## src/hdl/miis_pkg.sv

```systemverilog
// Shared types, codes and decode helpers for the MIPS integer step block.
package miis_pkg;

  localparam logic [31:0] BOOT_PC     = 32'hA4000040;
  localparam logic [31:0] REGION_MASK = 32'hF0000000;
  localparam logic [63:0] BOOT_HI     = 64'h000000003FC18657;
  localparam logic [63:0] BOOT_LO     = 64'h000000003103E121;

  localparam int REG_AW = 5;

  localparam logic [1:0] ST_DONE   = 2'd0;
  localparam logic [1:0] ST_LOAD   = 2'd1;
  localparam logic [1:0] ST_UNIMPL = 2'd2;

  localparam logic [2:0] LK_NONE = 3'd0;
  localparam logic [2:0] LK_LBU  = 3'd1;
  localparam logic [2:0] LK_LHU  = 3'd2;
  localparam logic [2:0] LK_LW   = 3'd3;
  localparam logic [2:0] LK_LWU  = 3'd4;
  localparam logic [2:0] LK_LD   = 3'd5;

  localparam logic [1:0] SZ_BYTE = 2'd0;
  localparam logic [1:0] SZ_HALF = 2'd1;
  localparam logic [1:0] SZ_WORD = 2'd2;
  localparam logic [1:0] SZ_DBL  = 2'd3;

  localparam logic [5:0] OP_SPECIAL = 6'h00;
  localparam logic [5:0] OP_REGIMM  = 6'h01;
  localparam logic [5:0] OP_J       = 6'h02;
  localparam logic [5:0] OP_JAL     = 6'h03;
  localparam logic [5:0] OP_BEQ     = 6'h04;
  localparam logic [5:0] OP_BNE     = 6'h05;
  localparam logic [5:0] OP_ADDI    = 6'h08;
  localparam logic [5:0] OP_ADDIU   = 6'h09;
  localparam logic [5:0] OP_SLTI    = 6'h0A;
  localparam logic [5:0] OP_SLTIU   = 6'h0B;
  localparam logic [5:0] OP_ANDI    = 6'h0C;
  localparam logic [5:0] OP_ORI     = 6'h0D;
  localparam logic [5:0] OP_XORI    = 6'h0E;
  localparam logic [5:0] OP_LUI     = 6'h0F;
  localparam logic [5:0] OP_COP0    = 6'h10;
  localparam logic [5:0] OP_BEQL    = 6'h14;
  localparam logic [5:0] OP_BNEL    = 6'h15;
  localparam logic [5:0] OP_DADDI   = 6'h18;
  localparam logic [5:0] OP_DADDIU  = 6'h19;
  localparam logic [5:0] OP_LW      = 6'h23;
  localparam logic [5:0] OP_LBU     = 6'h24;
  localparam logic [5:0] OP_LHU     = 6'h25;
  localparam logic [5:0] OP_LWU     = 6'h27;
  localparam logic [5:0] OP_SW      = 6'h2B;
  localparam logic [5:0] OP_CACHE   = 6'h2F;
  localparam logic [5:0] OP_LD      = 6'h37;

  localparam logic [5:0] F_SLL    = 6'h00;
  localparam logic [5:0] F_SRL    = 6'h02;
  localparam logic [5:0] F_SRA    = 6'h03;
  localparam logic [5:0] F_SLLV   = 6'h04;
  localparam logic [5:0] F_SRLV   = 6'h06;
  localparam logic [5:0] F_SRAV   = 6'h07;
  localparam logic [5:0] F_JR     = 6'h08;
  localparam logic [5:0] F_JALR   = 6'h09;
  localparam logic [5:0] F_MFLO   = 6'h12;
  localparam logic [5:0] F_DSLLV  = 6'h14;
  localparam logic [5:0] F_MULTU  = 6'h19;
  localparam logic [5:0] F_ADD    = 6'h20;
  localparam logic [5:0] F_ADDU   = 6'h21;
  localparam logic [5:0] F_SUBU   = 6'h23;
  localparam logic [5:0] F_AND    = 6'h24;
  localparam logic [5:0] F_OR     = 6'h25;
  localparam logic [5:0] F_XOR    = 6'h26;
  localparam logic [5:0] F_NOR    = 6'h27;
  localparam logic [5:0] F_SLT    = 6'h2A;
  localparam logic [5:0] F_SLTU   = 6'h2B;
  localparam logic [5:0] F_DSLL   = 6'h38;
  localparam logic [5:0] F_DSLL32 = 6'h3C;
  localparam logic [5:0] F_DSRA32 = 6'h3F;

  localparam logic [4:0] RT_BGEZAL = 5'h11;
  localparam logic [4:0] RS_MTC0   = 5'h04;
  localparam logic [4:0] LINK_REG  = 5'd31;

  typedef struct packed {
    logic        is_data;
    logic        unimpl;
    logic [31:0] iw;
    logic [63:0] load_data;
  } item_t;

  typedef struct packed {
    logic [1:0]  status;
    logic [31:0] fetch_address;
    logic        mem_read;
    logic        mem_write;
    logic [1:0]  mem_size;
    logic [31:0] mem_address;
    logic [31:0] store_data;
  } result_t;

  function automatic logic [63:0] sx32(input logic [63:0] v);
    sx32 = {{32{v[31]}}, v[31:0]};
  endfunction

  function automatic logic is_unimpl(input logic [31:0] iw);
    logic [5:0] op;
    logic [5:0] fn;
    op = iw[31:26];
    fn = iw[5:0];
    case (op)
      OP_SPECIAL: is_unimpl = !(fn inside {F_SLL, F_SRL, F_SRA, F_SLLV, F_SRLV, F_SRAV,
                                           F_JR, F_JALR, F_MFLO, F_DSLLV, F_MULTU, F_ADD,
                                           F_ADDU, F_SUBU, F_AND, F_OR, F_XOR, F_NOR,
                                           F_SLT, F_SLTU, F_DSLL, F_DSLL32, F_DSRA32});
      OP_REGIMM:  is_unimpl = (iw[20:16] != RT_BGEZAL);
      OP_COP0:    is_unimpl = (iw[25:21] != RS_MTC0);
      default:    is_unimpl = !(op inside {OP_J, OP_JAL, OP_BEQ, OP_BNE, OP_ADDI, OP_ADDIU,
                                           OP_SLTI, OP_SLTIU, OP_ANDI, OP_ORI, OP_XORI,
                                           OP_LUI, OP_BEQL, OP_BNEL, OP_DADDI, OP_DADDIU,
                                           OP_LW, OP_LBU, OP_LHU, OP_LWU, OP_SW,
                                           OP_CACHE, OP_LD});
    endcase
  endfunction

  function automatic logic [63:0] boot_reg(input logic [4:0] i);
    case (i)
      5'd1:    boot_reg = 64'h1;
      5'd2:    boot_reg = 64'hEBDA536;
      5'd3:    boot_reg = 64'hEBDA536;
      5'd4:    boot_reg = 64'hA536;
      5'd5:    boot_reg = 64'hFFFFFFFFC0F1D859;
      5'd6:    boot_reg = 64'hFFFFFFFFA4001F0C;
      5'd7:    boot_reg = 64'hFFFFFFFFA4001F08;
      5'd8:    boot_reg = 64'hC0;
      5'd10:   boot_reg = 64'h40;
      5'd11:   boot_reg = 64'hFFFFFFFFA4000040;
      5'd12:   boot_reg = 64'hFFFFFFFFED10D0B3;
      5'd13:   boot_reg = 64'h1402A4CC;
      5'd14:   boot_reg = 64'h2DE108EA;
      5'd15:   boot_reg = 64'h3103E121;
      5'd20:   boot_reg = 64'h1;
      5'd22:   boot_reg = 64'h3F;
      5'd25:   boot_reg = 64'hFFFFFFFF9DEBB54F;
      5'd29:   boot_reg = 64'hFFFFFFFFA4001FF0;
      5'd31:   boot_reg = 64'hFFFFFFFFA4001550;
      default: boot_reg = 64'h0;
    endcase
  endfunction

endpackage

```

## src/hdl/miis_front.sv

```systemverilog
// Front end: accept items, flag unimplemented instructions, queue them.
module miis_front #(
  parameter int DEPTH = 2
) (
  input  logic                 clk,
  input  logic                 rst_n,
  input  logic                 in_valid,
  output logic                 in_ready,
  input  logic                 in_opcode,
  input  logic [31:0]          in_instruction_word,
  input  logic [63:0]          in_load_data,
  output logic                 q_valid,
  output miis_pkg::item_t      q_item,
  input  logic                 q_pop
);

  localparam int PW = (DEPTH > 1) ? $clog2(DEPTH) : 1;
  localparam int CW = $clog2(DEPTH + 1);

  miis_pkg::item_t slot_r [DEPTH];
  logic [PW-1:0]   wp_r, wp_nxt, rp_r, rp_nxt;
  logic [CW-1:0]   cnt_r, cnt_nxt;
  logic            push;
  miis_pkg::item_t new_item;

  assign in_ready = (cnt_r != CW'(DEPTH));
  assign push     = in_valid && in_ready;
  assign q_valid  = (cnt_r != '0);
  assign q_item   = slot_r[rp_r];

  always_comb begin
    new_item.is_data   = in_opcode;
    new_item.unimpl    = !in_opcode && miis_pkg::is_unimpl(in_instruction_word);
    new_item.iw        = in_instruction_word;
    new_item.load_data = in_load_data;
  end

  always_comb begin
    wp_nxt  = wp_r;
    rp_nxt  = rp_r;
    cnt_nxt = cnt_r;
    if (push) begin
      wp_nxt = (wp_r == PW'(DEPTH - 1)) ? '0 : wp_r + 1'b1;
    end
    if (q_pop) begin
      rp_nxt = (rp_r == PW'(DEPTH - 1)) ? '0 : rp_r + 1'b1;
    end
    if (push && !q_pop) begin
      cnt_nxt = cnt_r + 1'b1;
    end else if (!push && q_pop) begin
      cnt_nxt = cnt_r - 1'b1;
    end
  end

  always_ff @(posedge clk) begin
    if (!rst_n) begin
      wp_r  <= '0;
      rp_r  <= '0;
      cnt_r <= '0;
    end else begin
      wp_r  <= wp_nxt;
      rp_r  <= rp_nxt;
      cnt_r <= cnt_nxt;
    end
    if (push) begin
      slot_r[wp_r] <= new_item;
    end
  end

endmodule

```

## config.mk

```make
export PLATFORM = sky130hd
export DESIGN_NAME = miis_front
export DESIGN_NICKNAME = d
export VERILOG_FILES = /design/src/hdl/miis_pkg.sv /design/src/hdl/miis_front.sv
export SDC_FILE = /design/constraint.sdc
export NUM_CORES = 1
export LEC_CHECK = 0
export ABC_AREA = 1
export BUFFER_PORTS_ARGS = -buffer_cell sky130_fd_sc_hd__buf_4
export CORE_UTILIZATION = 30
export DETAILED_ROUTE_END_ITERATION = 12
export PLACE_DENSITY = 0.54
export SLEW_MARGIN = 10
export SYNTH_ARGS = -nofsm -noshare
export SYNTH_HDL_FRONTEND = slang
export SYNTH_SLANG_ARGS = --single-unit
```

## constraint.sdc

```tcl
create_clock -name clk -period 14.9 [get_ports clk]
set_clock_uncertainty 0.1 [all_clocks]
set_input_delay 2.98 -clock clk [delete_from_list [all_inputs] [get_ports clk]]
set_output_delay 2.98 -clock clk [all_outputs]
set_load 0.05 [all_outputs]
```

==> results of run 1 <==
==> final cells by class <==
class | instances | area (um2)
inverters | 20 | 75.07
clock inverters | 13 | 116.4
well taps | 330 | 412.9
clock buffers | 28 | 594.3
repair buffers | 203 | 1524
flip-flops and latches | 201 | 5989
fillers | 2347 | 14870
multi-input cells | 174 | 1523
==> layer usage <==
layer / share of wire / track usage / wire, um
met3: 0.086 / 0.04111 / 1343
met4: 0.018 / 0.03130 / 289
met1: 0.42 / 0.1510 / 6665
met2: 0.47 / 0.1902 / 7396
met5: 0 / 0 / 0
==> power by group <==
| part | total [W] | switching, W | internal (W) |
|---|---|---|---|
| clock network | 0.000528 | 0.000210 | 0.000318 |
| registers | 0.000687 | 0.0000124 | 0.000675 |
| logic | 0.000281 | 0.000187 | 0.0000941 |
==> path summary, 6_finish.rpt <==
check | from | end | slack (ns) | cells after the start
worst max register to register | cnt_r[0] | slot_r[1][63] | 11.97 | 5
worst min register to register | cnt_r[1] | cnt_r[1] | 0.40 | 2
worst min-delay path | cnt_r[1] | cnt_r[1] | 0.40 | 2
worst max-delay path | register | q_item[65] | 9.11 | 3
==> Yosys cell counts (4+ instances only) <==
| master | n |
|---|---|
| edfxtp_1 | 196 |
| mux2_2 | 78 |
| nand2_1 | 27 |
| nor2_1 | 22 |
| inv_1 | 20 |
| mux2_4 | 20 |
| nand3_1 | 9 |
| buf_2 | 7 |
| o21ai_0 | 7 |
| a21oi_1 | 6 |
| dfxtp_1 | 5 |
| buf_6 | 4 |
==> tightest hold or removal path, delay by kind of cell (launching register included) <==
| kind | cells | cell delay (ns) |
|---|---|---|
| buffers and inverters | 1 | 0.08 |
| AOI/OAI and AO/OA | 1 | 0.06 |
| DFF | 1 | 0.31 |
==> cell families (layout without fill, tap and decap cells) <==
kind of cell,after synthesis,in the layout,share of synthesized area
flops,201,201,0.7826
fa+ha+maj,1,1,0.001636
buf+inv,31,264,0.02028
simple gates,61,61,0.03206
mux,98,98,0.1541
compound gates,14,14,0.009325
==> flip-flops by register name, indices dropped and copies added (netlist names), named ones only <==
name and count:
cnt_r 2, rp_r 1, slot_r 196, wp_r 1
==> placed cells by master, fill, tap and decap left out, drive strengths merged, types with 5 or more instances in the layout <==
cell / synthesis / layout
a21oi: 6 / 6
edfxtp: 196 / 196
dfxtp: 5 / 5
nor2: 22 / 22
o21ai: 7 / 7
inv: 20 / 21
clkbuf: 0 / 28
buf: 11 / 203
nand2: 27 / 27
mux2: 98 / 98
clkinv: 0 / 9
nand3: 9 / 9
==> stage by stage <==
stage,instance area (um2),hold slack (ns),total power (W)
CTS,10230,0.3993,0.001519
finish,10230,0.3967,0.001497
detailed placement,9524,0.3813,0.0009853
floorplan,7649,0.3579,0.0008932
global placement,9524,0.3654,0.0009794
global route,10230,0.4319,0.001556
==> qor.csv, run 1 <==
stage,metric,value,unit
setup_path,critical path class,register to primary output,
flow_run,max-cap violation count,0,
route,DRT Wirelength,15690,um
sta,worst-margin pin slew,1.166,ns
route,Antenna Nets Post-Route,0,
synthesis,Synth cell types,16,
cts,CTS tree,done,
sta,final worst setup slack,9.111,ns
cts,H-tree Lvls,1,
synthesis,post-synth top area share,0.7695,
die,io pins,201,
placement,Placed Cells,928,
die,Die Span Y,161.7,um
die,die area,0.02614,mm2
synthesis,number of flops mapped to enable cells by yosys,196,
outcome,outcome,"complete, no violations",
setup_path,Max stage delay on crit path,0.78,ns
synthesis,Synth Flop Type,edfxtp_1,
placement,Placer Congestion,0.7609,
pwr,total leakage power,3.907,nW
sta,fin crit share,0.3885,
setup_path,WP data required,11.82,ns
setup_path,cell mode on critical path,buf_4,
cts,CTS sink cnt,201,
cts,post_cts resized,0,
hold_path,hold crit path type,register to register,
route,routed len/inst,16.20,um
finish,number of diodes,0,
route,vias,4176,
synthesis,Cells after Synth,406,
setup_path,worst-path fanout max,61,
global_routing,initial antenna violation count,0,
global_routing,pin count of the biggest net entering global routing,63,
sta,Hold Fails Final Rpt,0,
finish,share of layout cells above drive strength 1,0.5258,
cts,Post-CTS Setup Inserts,0,
sta,Setup Viol. Count Final,0,
global_routing,Tot GR Track Use,0.1180,
setup_path,Setup crit end kind,primary output,
setup_path,critical path launch point type,register,
synthesis,synthesis-stage register bit count,201,
cts,CTS Hold Buffers Added,0,
synthesis,"area leader, netlist",edfxtp_1,
route,drt pass-1 iters,4,
cts,CTS Buffer Depth,3,
placement,placed wire-length estimate,10340,um
synthesis,Area contributors post-synth,"edfxtp_1 (77%), mux2_2 (11%), mux2_4 (3.9%)",
sta,Rel. slew slack,0.2208,
placement,pre-CTS setup slack,9.300,ns
pwr,PwrDens,146.2,mW/mm2
synthesis,synthesized area per cell,18.84,um2
synthesis,"Net Count, Synth",508,
sta,post-route minimum period,5.789,ns
cts,cts bufs inserted,23,
synthesis,"Seq/Total Area, Yosys",0.7826,
die,Die Span X,161.7,um
finish,Final Non-Filler Cells,969,
setup_path,CP top delay family,buffers and inverters,
route,number of remaining DRC errors,0,
global_routing,first-pass GRT wire length,23970,um
die,Placeable Area,0.02511,mm2
cts,"Clk pin slew, worst setup/hold paths",0.06,ns
setup_path,Buf/Inv on CP,2,
synthesis,Ys Warns,0,
cts,clock latency on the worst-skew pair,0.49,ns
setup_path,Critical-path top delay cell,buf_4,
cts,CTS root buffer,clkbuf_16,
global_routing,total grt overflow,0,
global_routing,vias in the first global route,4454,
sta,RSZ-0062 raised after global routing,no,
sta,fmax,172.7,MHz
placement,port bufs,200,
synthesis,asr flop ratio synth,0,
finish,fin nets,725,
finish,Util after Layout,0.4076,
pwr,"IR drop worst, VDD",0.00007837,V
sta,TNS Setup,0,ns
finish,area delta synth->final,33.81,%
route,via/cell ratio,4.310,
sta,max-slew violation count,0,
setup_path,"Cell Chain, Critical Path",buf_4 > mux2_2 > buf_4,
route,Starting DRT DRC Count,182,
setup_path,Critical Path AT,2.71,ns
synthesis,Mapped Area,0.007649,mm2
die,Initial Util,0.3046,
die,FP Rows,58,
Power figures use the tool's default switching activity.
==> run 2, diff against run 1 <==
- PLACE_DENSITY: 0.54 -> 0.56
- clock period: 14.9 -> 5.2 ns (I/O delays scaled with it)
==> run 2 against run 1 <==
  * Design area rose by 0.51%
  * Combinational power increased to 2.9 times the previous value
  * Via count grew 1.3%
  * Sequential power increased to 2.9 times the previous value
  * Register-to-register slack worse by 9.0 ns
  * Clock power grew to 2.9 times the previous value
  * Critical path depth unchanged
  * Critical endpoint is now q_item[96]
==> qor.csv, run 2 (same netlist as run 1, synthesis figures left out) <==
stage,metric,value,unit,change
outcome,outcome,"complete, no violations",,
setup_path,Critical Path AT,2.35,ns,-0.36 ns
placement,port bufs,200,,unchanged
sta,fmax,286.6,MHz,
setup_path,"Cell Chain, Critical Path",buf_12 > mux2_2 > buf_4,,
finish,biggest regs,"slot_r x196, cnt_r x2",,
finish,share of layout cells above drive strength 1,0.5304,,+0.004600
route,DRT Wirelength,16100,um,+2.6%
setup_path,critical path class,register to primary output,,
cts,clock latency on the worst-skew pair,0.50,ns,about the same
sta,Rel. slew slack,0.3185,,+0.09778
setup_path,Critical-path top delay cell,dfxtp_4,,
finish,fin nets,727,,+0.28%
route,Antenna Nets Post-Route,0,,unchanged
sta,Hold Fails Final Rpt,0,,unchanged
cts,CTS Hold Buffers Added,0,,unchanged
route,drt pass-1 iters,5,,+1
global_routing,pin count of the biggest net entering global routing,59,,-6.3%
die,Die Span X,161.7,um,unchanged
cts,"Clk pin slew, worst setup/hold paths",0.06,ns,about the same
die,FP Rows,58,,unchanged
sta,TNS Setup,0,ns,unchanged
cts,CTS tree,done,,
finish,most frequent cells in the layout,"buf_4 (204), edfxtp_1 (196), mux2_2 (78)",,
setup_path,worst-path fanout max,58,,-4.9%
cts,CTS sink cnt,201,,unchanged
global_routing,first-pass GRT wire length,24280,um,+1.3%
die,io pins,201,,unchanged
cts,H-tree Lvls,1,,unchanged
placement,Placer Congestion,0.7400,,-2.7%
sta,max-slew violation count,0,,unchanged
sta,post-route minimum period,3.490,ns,
sta,RSZ-0062 raised after global routing,no,,
global_routing,vias in the first global route,4449,,-0.11%
die,Initial Util,0.3046,,unchanged
route,vias,4232,,+1.3%
route,via/cell ratio,4.358,,+1.1%
finish,Filler Cell Count,2333,,-0.60%
setup_path,Max stage delay on crit path,0.76,ns,-0.02 ns
finish,largest register by flop count,slot_r,,
route,routed len/inst,16.58,um,+2.4%
die,Placeable Area,0.02511,mm2,unchanged
route,M1 wire length,6573,um,-1.4%
setup_path,flop-to-flop setup slack,2.93,ns,-9.04 ns
route,Starting DRT DRC Count,157,,-14%
die,die area,0.02614,mm2,unchanged
cts,cts bufs inserted,22,,-4.3%
sta,worst-margin pin slew,1.020,ns,-0.1463 ns
flow_run,max-cap violation count,0,,unchanged
setup_path,critical path launch point type,register,,
finish,Final Cell Area,0.01029,mm2,+0.51%
finish,FF/Latch Area,0.005989,mm2,unchanged
route,Met3 Wirelength,1269,um,-5.5%
cts,CTS root buffer,clkbuf_16,,
sta,fin crit share,0.6711,,
route,Top Metal Used,met4,,
finish,multi-input logic area,0.001523,mm2,unchanged
placement,placed wire-length estimate,10580,um,+2.3%
sta,Setup Viol. Count Final,0,,unchanged
die,Die Span Y,161.7,um,unchanged
setup_path,Setup crit end kind,primary output,,
global_routing,total grt overflow,0,,unchanged
cts,CTS Buffer Depth,3,,unchanged
finish,"most common cell after layout, fill and taps aside",buf_4,,
placement,DP Area,0.009572,mm2,+0.50%
route,number of remaining DRC errors,0,,unchanged
global_routing,Tot GR Track Use,0.1192,,+0.001206
route,Met2 Routed Length,8017,um,+8.4%
cts,Post-CTS Setup Inserts,0,,unchanged
global_routing,initial antenna violation count,0,,unchanged
finish,number of diodes,0,,unchanged
pwr,total leakage power,3.925,nW,+0.46%
setup_path,WP data required,4.06,ns,-7.76 ns
finish,area delta synth->final,34.50,%,
hold_path,hold crit path type,register to register,,
pwr,"IR drop worst, VDD",0.0002380,V,+200%
cts,post_cts resized,0,,unchanged
pwr,PwrDens,418.9,mW/mm2,+190%
finish,max FFs per register,196,,unchanged
-- run 2: changes by cell type in the layout (fill, tap and decap cells not counted) --
cell        previous run  this run
clkbuf_1               5         3
buf_12                 0         2
inv_6                  1         0
clkinvlp_4             1         3
buf_4                203       204
inv_8                  0         1
clkinv_2               5         4
-- run 2: final cells by class --
cell class                      instances  area share
Clock buffer                           26     0.05704
Clock inverter                         14     0.01253
Inverter                               20    0.007297
Timing Repair Buffer                  206      0.1528
Tap cell                              330     0.04014
Sequential cell                       201      0.5822
Multi-Input combinational cell        174      0.1480
-- run 2: per-layer routing --
layer	vias up	global-route usage
met5	-	0
met4	0	0.03345
met3	25	0.03396
met2	153	0.2047
met1	2085	0.1460
li1	1969	-
-- run 2: final timing paths --
check / start / to / depth (start not counted)
max: register / q_item[96] / 3
min: rp_r / rp_r / 2
max reg2reg: cnt_r[0] / slot_r[1][11] / 5
min reg2reg: rp_r / rp_r / 2
-- run 2: critical path, delay by kind of cell (launching register included) --
| family | cells | cell delay (ns) |
|---|---|---|
| buffers and inverters | 2 | 0.57 |
| flip-flops | 1 | 0.76 |
| multiplexers | 1 | 0.41 |
-- run 2: metrics by stage --
| step | std cells | setup slack, ns | hold WS, ns | utilization | power, W |
|---|---|---|---|---|---|
| 3_5_place_dp | 931 | 2.215 | 0.3959 | 0.3812 | 0.002827 |
| 5_1_grt | 971 | 1.575 | 0.4495 | 0.4097 | 0.004476 |
| 4_1_cts | 971 | 1.652 | 0.4106 | 0.4097 | 0.004382 |
| 2_1_floorplan | 406 | 0.9359 | 0.3579 | - | 0.002551 |
| 3_3_place_gp | 931 | 2.242 | 0.3729 | 0.3812 | 0.002810 |
| 6_report | 971 | 1.710 | 0.4110 | 0.4097 | 0.004309 |
-- run 2: report_power, final --
part | internal, W | switching, W | total, W
logic | 0.000276 | 0.000535 | 0.000810
registers | 0.00193 | 0.0000391 | 0.00197
clock network | 0.000909 | 0.000619 | 0.00153
total | 0.00312 | 0.00119 | 0.00431
